--- config.mk ---
export PLATFORM = sky130hd
export DESIGN_NAME = hrtt_match
export DESIGN_NICKNAME = d
export VERILOG_FILES = /design/src/rtl/hrtt_pkg.sv /design/src/rtl/hrtt_match.sv
export SDC_FILE = /design/constraint.sdc
export NUM_CORES = 1
export LEC_CHECK = 0
export BUFFER_PORTS_ARGS = -buffer_cell sky130_fd_sc_hd__buf_4
export CAP_MARGIN = 20
export CORE_MARGIN = 4
export CORE_UTILIZATION = 52
export DETAILED_ROUTE_END_ITERATION = 10
export GPL_ROUTABILITY_DRIVEN = 0
export PLACE_DENSITY = 0.82
export SYNTH_ARGS = -nofsm -noshare
export SYNTH_HDL_FRONTEND = slang
export SYNTH_SLANG_ARGS = --single-unit
--- constraint.sdc ---
create_clock -name vclk -period 8.5
set_input_delay 1.7 -clock vclk [all_inputs]
set_output_delay 1.7 -clock vclk [all_outputs]
set_load 0.01 [all_outputs]
--- src/rtl/hrtt_pkg.sv ---
// Package: opcodes, kind codes and constants of the handle range translation table.
package hrtt_pkg;
	typedef enum logic [2:0] {
		OP_AUTO_ADD = 3'd0,
		OP_ADD      = 3'd1,
		OP_LOOKUP   = 3'd2,
		OP_REMOVE   = 3'd3,
		OP_REVERSE  = 3'd4,
		OP_PATCH    = 3'd5,
		OP_NOP_6    = 3'd6,
		OP_NOP_7    = 3'd7
	} op_t;

	localparam logic [3:0]  KIND_MEM      = 4'd0;
	localparam logic [3:0]  KIND_HOST_MEM = 4'd6;
	localparam logic [63:0] HANDLE_BASE   = 64'h0000_0000_1000_0000;
	localparam int          STAMP_W       = 48;

	// match modes of the entry compare unit
	typedef enum logic [1:0] {
		MODE_EXACT = 2'd0,
		MODE_RANGE = 2'd1,
		MODE_PTR   = 2'd2
	} mode_t;

	typedef struct packed {
		logic [3:0]  kind;
		mode_t       mode;
		logic [63:0] key;
	} match_req_t;
endpackage

--- src/rtl/hrtt_match.sv ---
// Entry compare unit: decides whether one table entry matches the current search.
module hrtt_match (
	input  hrtt_pkg::match_req_t req,
	input  logic                 valid,
	input  logic [3:0]           kind,
	input  logic [63:0]          handle,
	input  logic [63:0]          pointer,
	input  logic [63:0]          size,
	output logic                 hit
);
	import hrtt_pkg::*;
	logic [63:0] diff;
	always_comb begin
		diff = req.key - handle;
		hit = 1'b0;
		if (valid && kind == req.kind) begin
			unique case (req.mode)
				MODE_EXACT: hit = (handle == req.key);
				MODE_RANGE: hit = (req.key >= handle) && (diff < size);
				MODE_PTR:   hit = (pointer == req.key);
				default:    hit = 1'b0;
			endcase
		end
	end
endmodule

Yosys cells after proc, flatten, opt, wreduce, memory -nomap -nowiden
Cells that the tools add are included.
Widths: inputs -> output; s select.
- flip-flop bits (word level): 0
- output and inout port bits: 1
- mux-type cells: 2
- reduce and logical (&&, ||, !) cells: 3
- $add $sub $neg: 1
- magnitude comparators: 2
- equality and inequality tests: 5
- operators by type and width (operator ; count):
    $eq 64x64->1 ; 2
    $ge 64x64->1 ; 1
    $lt 64x64->1 ; 1
    $sub 64x64->64 ; 1
    $eq 4x4->1 ; 1
    $pmux 1 s3 ; 1
    $eq 2x1->1 const B ; 1
    $eq 2x2->1 const B ; 1
    $logic_and 1x1->1 ; 2
    $logic_not 2->1 ; 1
    $mux 1 ; 1

Depth between registers and ports, before layout
Gate-level depths: netlist (run 1).
- word-level depth: 5
- gate-level depth with buffers: 22

Worst setup path before layout (run 1)
OpenSTA, ideal clock, no wires.
- kind: input to output
- start point: input req[0] (netlist name)
- end point: output hit
- required time: 6.800 ns
- cell stages on the path: 20
- slack: 1.368 ns
- path buffers: 0
- arrival: 5.432 ns
- cells stage by stage: inv_1 > ha_1 > inv_1 > fa_1 > a211oi_1 > nor2_1 > a21o_1 > a31o_2 > a31oi_1 > o21ai_1 > xnor2_1 > ha_1 > o21ai_0 > nor2_1 > a2111oi_0 > a21oi_1 > nor4_1 > nor2_1 > o31a_1 > o31ai_1
- word-level cells in the longest chain between the ends: 5
- RTL lines (what ; RTL line ; text):
    start: declaration ; hrtt_match.sv:3 ; input hrtt_pkg::match_req_t req,
    $sub 64x64->64 ; hrtt_match.sv:14 ; diff = req.key - handle;
    $lt 64x64->1 ; hrtt_match.sv:19 ; MODE_RANGE: hit = (req.key >= handle) && (diff < size);
    $logic_and 1x1->1 ; hrtt_match.sv:19 ;
    $pmux 1 s3 * ; hrtt_match.sv:17 ; unique case (req.mode)
    $mux 1 * ; hrtt_match.sv:16 ; if (valid && kind == req.kind) begin
    end: declaration ; hrtt_match.sv:9 ; output logic hit
Every way passes the cells marked *; elsewhere a longest branch is shown, timed or not.

Worst setup path after layout (run 1)
Same ends and word-level chain as after synthesis.

==> impl_metrics.yaml, run 1 <==
synthesis:
  syn_nets: 1360
  netlist_area_um2: 6530
  syn_inst: 965
  synth.yosys.seq_area_share_pct: 0
  syn_area_per_cell_um2: 6.767
  synth.distinct_cells: 75
  yosysWarnings: 0
critical_path:
  path_buf_inv: 4
  cp_top_family: "compound AO/OA/AOI/OAI gates"
  slowest_stage: "nor4_1"
  end_kind: "output port"
  path_class: "in -> out"
  critPathRequiredTime_ns: 6.80
  crit_end: "hit"
  cp.depth: 22
  slowest_delay_ns: 0.47
  cp_data_arrival_time_ns: 6.53
  crit_fanout: 4
  cpMostUsedCell: "nor2_1"
  startpoint: "req[0]"
  cp-start-kind: "input pin"
  cp_cell_sequence: "buf_4 > inv_1 > ha_1 > inv_1 > fa_1 > a211oi_1 > nor2_1 > a21o_1 > a31o_2 > a31oi_1 > o21ai_1 > xnor2_1 > ha_1 > a211oi_1 > nor2_1 > a2111oi_0 > a21oi_1 > nor4_1 > nor2_1 > o31a_1 > o31ai_1 > buf_4"
pwr:
  total_power_mw: 0.6535
  p_leak_nw: 4.710
  power.density_nw_per_um2: 75.65
  ir_drop_v: 0.00004259
  pwr-share-seq_pct: 0
  switching_share_pct: 53.58
  p_switching_mw: 0.3501
  clockPowerShare_pct: 0
  combPwrFrac_pct: 100.0
  p_int_mw: 0.3034
grt:
  grt_max_degree: 13
  grt_pass1_wl_um: 40450
  grt-ovfl-total: 0
  antenna_found_initial: 0
  grt.total_usage_pct: 34.26
  grt_pass1_vias: 7962
final_layout:
  regArea_um2: 0
  antenna_cells: 0
  layout_commonest_cell: "buf_4"
  design.seq.count: 0
  area_growth_pct: 32.29
  nets: 1605
  layout_common_cells: "buf_4 (268), inv_1 (168), ha_1 (127), a21oi_1 (80), xnor2_1 (62)"
  n_clock_buffer: 0
  fin_cells: 1376
  drive_gt1_share_pct: 23.34
clock_tree:
  cts_hold_buffers: 0
  post_cts_buffers: 0
  cts_resized: 0
timing:
  fmax_mhz: 121.6
  slew_headroom_pct: 55.35
  rsz0062_at_grt: "false"
  hold_viol: 0
  report.final.slew_viol_count: 0
  finalCritPeriodShare_pct: 96.78
  setup-tns-final_ns: 0
  finalSetupViolations: 0
  max_slew.worst_pin.slew_ns: 0.6637
  fin_crit_ns: 8.226
die:
  ios: 268
  initial_utilization_pct: 53.69
  core_um2: 12160
  rows: 40
  die_w_um: 120.1
  dieHeight_um: 120.1
  fp.dieArea_um2: 14410
placed_design:
  dpl.cell_count: 1376
  dp_hpwl_um: 23490
  portBuffers: 268
route:
  routed_wl_um: 26310
  first_pass_iters: 5
  vias: 8354
  avgRoutedWirePerCell_um: 19.12
  drt-initial-drc-count: 808
  drc: 0
  vias_per_cell: 6.071
  drtAntennaViolNets: 0
worst_hold_path:
  hp-class: "in -> out"
status:
  outcome: "finished, final reports clean"
job:
  max_cap_violations: 0
power by group through the flow:
stage	Combinational, mW	Clock, mW	Sequential, mW
global placement	0.625	0	0
detailed placement	0.633	0	0
global route	0.718	0	0
CTS	0.637	0	0
finish	0.654	0	0
floorplan	0.409	0	0
layer usage:
layer	up-vias	global-route usage [%]	routed length, µm
li1	3969	-	-
met1	3784	43.21	10400
met2	506	56.06	11650
met3	95	8.247	3033
met4	0	13.39	1231
met5	-	0	0
Yosys cell counts, drive strengths merged (3+ instances only):
library cell,number,area [µm²]
nand3,26,135.1
o21bai,7,52.55
ha,127,1589
o21a,10,75.07
nand4,34,212.7
nor2b,11,68.82
o221ai,6,52.55
o21ai,46,234.0
a21boi,5,37.54
a22oi,3,22.52
a221o,3,30.03
o2bb2ai,6,52.55
or3,3,23.77
nand2,57,214.0
nor3,14,70.07
a21oi,81,409.1
xor2,38,332.8
inv,168,630.6
a2111oi,5,43.79
a221oi,5,43.79
a311o,4,40.04
a311oi,4,35.03
or4,4,30.03
xnor2,62,543.0
or2,3,18.77
o211ai,5,37.54
clkbuf,21,78.83
nor2,44,165.2
o311ai,3,33.79
o22ai,7,43.79
and2,3,21.27
buf,4,35.03
o31ai,4,35.03
a41oi,5,51.30
a21o,51,382.9
a31oi,8,50.05
and3,15,98.84
nand2b,8,50.05
and4,7,61.31
a211oi,11,87.58
nor4,14,87.58
logic make-up (layout without fill, tap and decap cells):
family                     count (synthesis)  count (layout)  synth area share (%)
AOI/OAI and AO/OA                        294             294                 30.45
xor gates and xnor gates                 100             100                 13.41
adders and majority gates                128             128                 24.64
muxes                                      1               1                0.1533
buffers and inverters                    194             437                 11.46
and+or+nand+nor                          248             248                 19.89
layout make-up:
type | instances | area (µm²)
repair buffers | 268 | 2012
well taps | 168 | 210.2
multi-input cells | 771 | 5782
inverters | 169 | 634.4
fillers | 1083 | 3523
worst min path at each step:
stage | end | slack (ns) | startpoint | depth (start not counted)
6_report | hit | 3.90 | req[64] | 4
5_1_grt | hit | 3.90 | req[64] | 4
4_1_cts | hit | 3.87 | req[65] | 5
3_5_place_dp | hit | 3.87 | req[65] | 5
3_3_place_gp | hit | 3.84 | req[65] | 5
2_1_floorplan | hit | 3.57 | req[64] | 2
through the flow:
stage	utilization (%)	setup WS, ns	cell area, µm²	hold WS, ns
2_1_floorplan	-	1.368	6530	3.575
3_3_place_gp	71.03	0.5580	8638	3.842
3_5_place_dp	71.03	0.4084	8638	3.869
4_1_cts	71.03	0.3808	8638	3.871
5_1_grt	71.03	0.03737	8638	3.899
6_report	71.03	0.2739	8638	3.896
Note: power is estimated with default switching activity, not from simulation.
==> run 2, diff against run 1 <==
- SETUP_SLACK_MARGIN: default -> 0.3
==> impl_metrics.yaml, run 2 (synthesis results as in run 1) <==
grt:
  grt-ovfl-total: 0
  antenna_found_initial: 0
  grt_busiest_layer: "met2"
  grt_max_degree: 13
  grt_pass1_vias: 7962
  grt.total_usage_pct: 34.26
  grt_pass1_wl_um: 40450
  met3_usage_pct: 8.247
  grt_use_met1_pct: 43.21
  grtUsageMet2_pct: 56.06
pwr:
  ir_drop_v: 0.00004288
  total_power_mw: 0.6582
  power.density_nw_per_um2: 75.89
  p_leak_nw: 4.715
critical_path:
  cp_top_family: "compound AO/OA/AOI/OAI gates"
  critPathRequiredTime_ns: 6.80
  slowest_delay_ns: 0.41
  slowest_stage: "fa_1"
  end_kind: "output port"
  cp_cell_sequence: "buf_4 > inv_1 > ha_1 > inv_1 > fa_1 > a211oi_1 > nor2_1 > a21o_1 > o21ai_0 > o21ai_1 > a31oi_1 > xnor2_1 > ha_1 > o21a_1 > o21a_1 > o311ai_1 > a21oi_1 > nor4_2 > nor2_1 > o31a_1 > o31ai_2 > buf_4"
  path_buf_inv: 4
  crit_fanout: 4
  cp-start-kind: "input pin"
  path_class: "in -> out"
  cp_data_arrival_time_ns: 6.34
die:
  die_w_um: 120.1
  rows: 40
  fp.dieArea_um2: 14410
  initial_utilization_pct: 53.69
  ios: 268
  dieHeight_um: 120.1
  core_um2: 12160
final_layout:
  area_growth_pct: 32.82
  layout_commonest_cell: "buf_4"
  regArea_um2: 0
  drive_gt1_share_pct: 23.68
  design.seq.count: 0
  nets: 1605
  layout_common_cells: "buf_4 (268), inv_1 (168), ha_1 (127), a21oi_1 (80), xnor2_1 (62)"
  antenna_cells: 0
  n_clock_buffer: 0
timing:
  finalSetupViolations: 0
  max_slew.worst_pin.slew_ns: 0.6668
  fin_crit_ns: 8.040
  fmax_mhz: 124.4
  hold_viol: 0
  setup_ws_ns: 0.4603
  finalCritPeriodShare_pct: 94.58
  slew_headroom_pct: 55.14
  rsz0062_at_grt: "false"
  setup-tns-final_ns: 0
  report.final.slew_viol_count: 0
route:
  first_pass_iters: 6
  drt-initial-drc-count: 716
  vias: 8329
  routed_wl_um: 26350
  drc: 0
  vias_per_cell: 6.053
  drtAntennaViolNets: 0
  avgRoutedWirePerCell_um: 19.15
placed_design:
  portBuffers: 268
  post-place-ws_ns: 0.4084
  dp_hpwl_um: 23490
worst_hold_path:
  hp-class: "in -> out"
status:
  outcome: "finished, final reports clean"
clock_tree:
  post_cts_buffers: 0
  cts_hold_buffers: 0
  cts_resized: 0
job:
  max_cap_violations: 0
run 2: cell counts in the layout (fill, tap and decap cells not counted):
No cell type changed its count.
run 2: per-stage QoR:
stage                     cells  utilization [%]  hold slack (ns)  area (µm²)
after floorplan             965                -            3.575        6530
after global placement     1376            71.03            3.842        8638
after detailed placement   1376            71.03            3.869        8638
after CTS                  1376            71.03            3.871        8638
after global routing       1376            71.32            3.894        8673
final                      1376            71.32            3.889        8673
run 2: final timing paths:
| kind | start | end | slack [ns] | cells past startpoint |
|---|---|---|---|---|
| setup / recovery | req[0] | hit | 0.46 | 22 |
| hold / removal | req[65] | hit | 3.89 | 5 |
run 2: area by class of cell:
cell class / instances / area, µm²
Timing Repair Buffer: 268 / 2012
Tap cell: 168 / 210.2
Fill cell: 1077 / 3488
Inverter: 169 / 634.4
Multi-Input combinational cell: 771 / 5817
run 2: metal layers:
metal | routed length, µm | vias up
li1 | - | 3965
met1 | 10270 | 3760
met2 | 11660 | 505
met3 | 3140 | 99
met4 | 1280 | 0
met5 | 0 | -
run 2: where the power goes:
group	internal [mW]	switching, mW
logic	0.305	0.353
registers	0	0
clock network	0	0
==> run 3, diff against run 2 <==
- RECOVER_POWER: default -> 50
==> impl_metrics.yaml, run 3 (synthesis results as in run 1) <==
timing:
  hold_viol: 0
  fmax_mhz: 121.9
  finalCritPeriodShare_pct: 96.51
  setup-tns-final_ns: 0
  max_slew.worst_pin.slew_ns: 0.6826
  rsz0062_at_grt: "false"
  slew_headroom_pct: 54.07
  finalSetupViolations: 0
  report.final.slew_viol_count: 0
  fin_crit_ns: 8.204
die:
  ios: 268
  die_w_um: 120.1
  core_um2: 12160
  rows: 40
  dieHeight_um: 120.1
  fp.dieArea_um2: 14410
  initial_utilization_pct: 53.69
final_layout:
  nFillCells: 1079
  nets: 1605
  antenna_cells: 0
  drive_gt1_share_pct: 23.59
  layout_common_cells: "buf_4 (268), inv_1 (168), ha_1 (127), a21oi_1 (80), xnor2_1 (62)"
  layout_commonest_cell: "buf_4"
  regArea_um2: 0
  final_area_um2: 8667
  multi_input_area_um2: 5811
  design.seq.count: 0
  n_clock_buffer: 0
  area_growth_pct: 32.73
job:
  max_cap_violations: 0
status:
  outcome: "finished, final reports clean"
worst_hold_path:
  hp-start: "req[65]"
  hold_path_end: "hit"
  hold_depth: 5
  hp-class: "in -> out"
critical_path:
  slowest_delay_ns: 0.48
  cpMostUsedCell: "nor2_1"
  startpoint: "req[0]"
  cp-start-kind: "input pin"
  cp_cell_sequence: "buf_4 > inv_1 > ha_1 > inv_1 > fa_1 > a211oi_1 > nor2_1 > a21o_1 > a31o_2 > a31oi_2 > o21ai_1 > xnor2_1 > ha_1 > a211oi_1 > nor2_1 > a2111oi_1 > a21oi_1 > nor4_1 > nor2_1 > o31a_1 > o31ai_2 > buf_4"
  cp_data_arrival_time_ns: 6.50
  end_kind: "output port"
  slowest_stage: "nor4_1"
  cp_top_family: "compound AO/OA/AOI/OAI gates"
  path_class: "in -> out"
  path_buf_inv: 4
  critPathRequiredTime_ns: 6.80
  crit_fanout: 4
pwr:
  p_leak_nw: 4.714
  ir_drop_v: 0.00004267
  power.density_nw_per_um2: 75.82
  total_power_mw: 0.6571
route:
  vias_per_cell: 6.054
  drc: 0
  avgRoutedWirePerCell_um: 19.14
  vias: 8330
  routed_wl_um: 26330
  drtAntennaViolNets: 0
  drt-initial-drc-count: 729
  first_pass_iters: 5
placed_design:
  postPlaceCellArea_um2: 8638
  dp_hpwl_um: 23490
  portBuffers: 268
grt:
  antenna_found_initial: 0
  grt_pass1_vias: 7962
  grt-ovfl-total: 0
  grt_pass1_wl_um: 40450
  grt_max_degree: 13
  grt.total_usage_pct: 34.26
clock_tree:
  cts_hold_buffers: 0
-- run 3: cell types whose count changed in the layout (fill, tap and decap cells not counted) --
cell | before | now
nor4_1 | 13 | 14
nor4_2 | 1 | 0
-- run 3: worst min-delay path: stages --
cell and delay (ns):
buf_4 0.11, nor2_1 0.05, o2111ai_1 0.09, o31ai_2 0.10
buf_4 0.14
-- run 3: worst max-delay path by stage --
stage | to | slack, ns | cells after the start
2_1_floorplan | hit | 1.37 | 20
6_report | hit | 0.30 | 22
3_5_place_dp | hit | 0.41 | 22
5_1_grt | hit | 0.24 | 22
4_1_cts | hit | 0.38 | 22
3_3_place_gp | hit | 0.56 | 22
-- run 3: area by class of cell --
class / instances / share of cell area, %
multi-input combinational: 771 / 67.04
timing repair buffer: 268 / 23.21
inverter: 169 / 7.319
tap: 168 / 2.425
-- run 3: metrics by stage --
stage	std cells	hold WS (ns)	util, %	setup WS (ns)
after floorplan	965	3.575	-	1.368
after global placement	1376	3.842	71.03	0.5580
after detailed placement	1376	3.869	71.03	0.4084
after CTS	1376	3.871	71.03	0.3808
after global routing	1376	3.894	71.27	0.2371
final	1376	3.888	71.27	0.2963
-- run 3: repair_timing --
item / CTS / global route
setup endpoints to repair: 0 / 1
resized for setup: 0 / 6
setup buffers: 0 / 0
-- run 3: report_power, final --
group          internal, mW  total [mW]  switching (mW)
clock network             0           0               0
registers                 0           0               0
logic                 0.304       0.657           0.353
-- run 3: routing by layer --
| layer | vias up | wire, µm | GRT usage (%) |
|---|---|---|---|
| li1 | 3965 | - | - |
| met1 | 3746 | 10280 | 43.21 |
| met2 | 506 | 11590 | 56.06 |
| met3 | 113 | 3129 | 8.247 |
| met4 | 0 | 1332 | 13.39 |
| met5 | - | 0 | 0 |
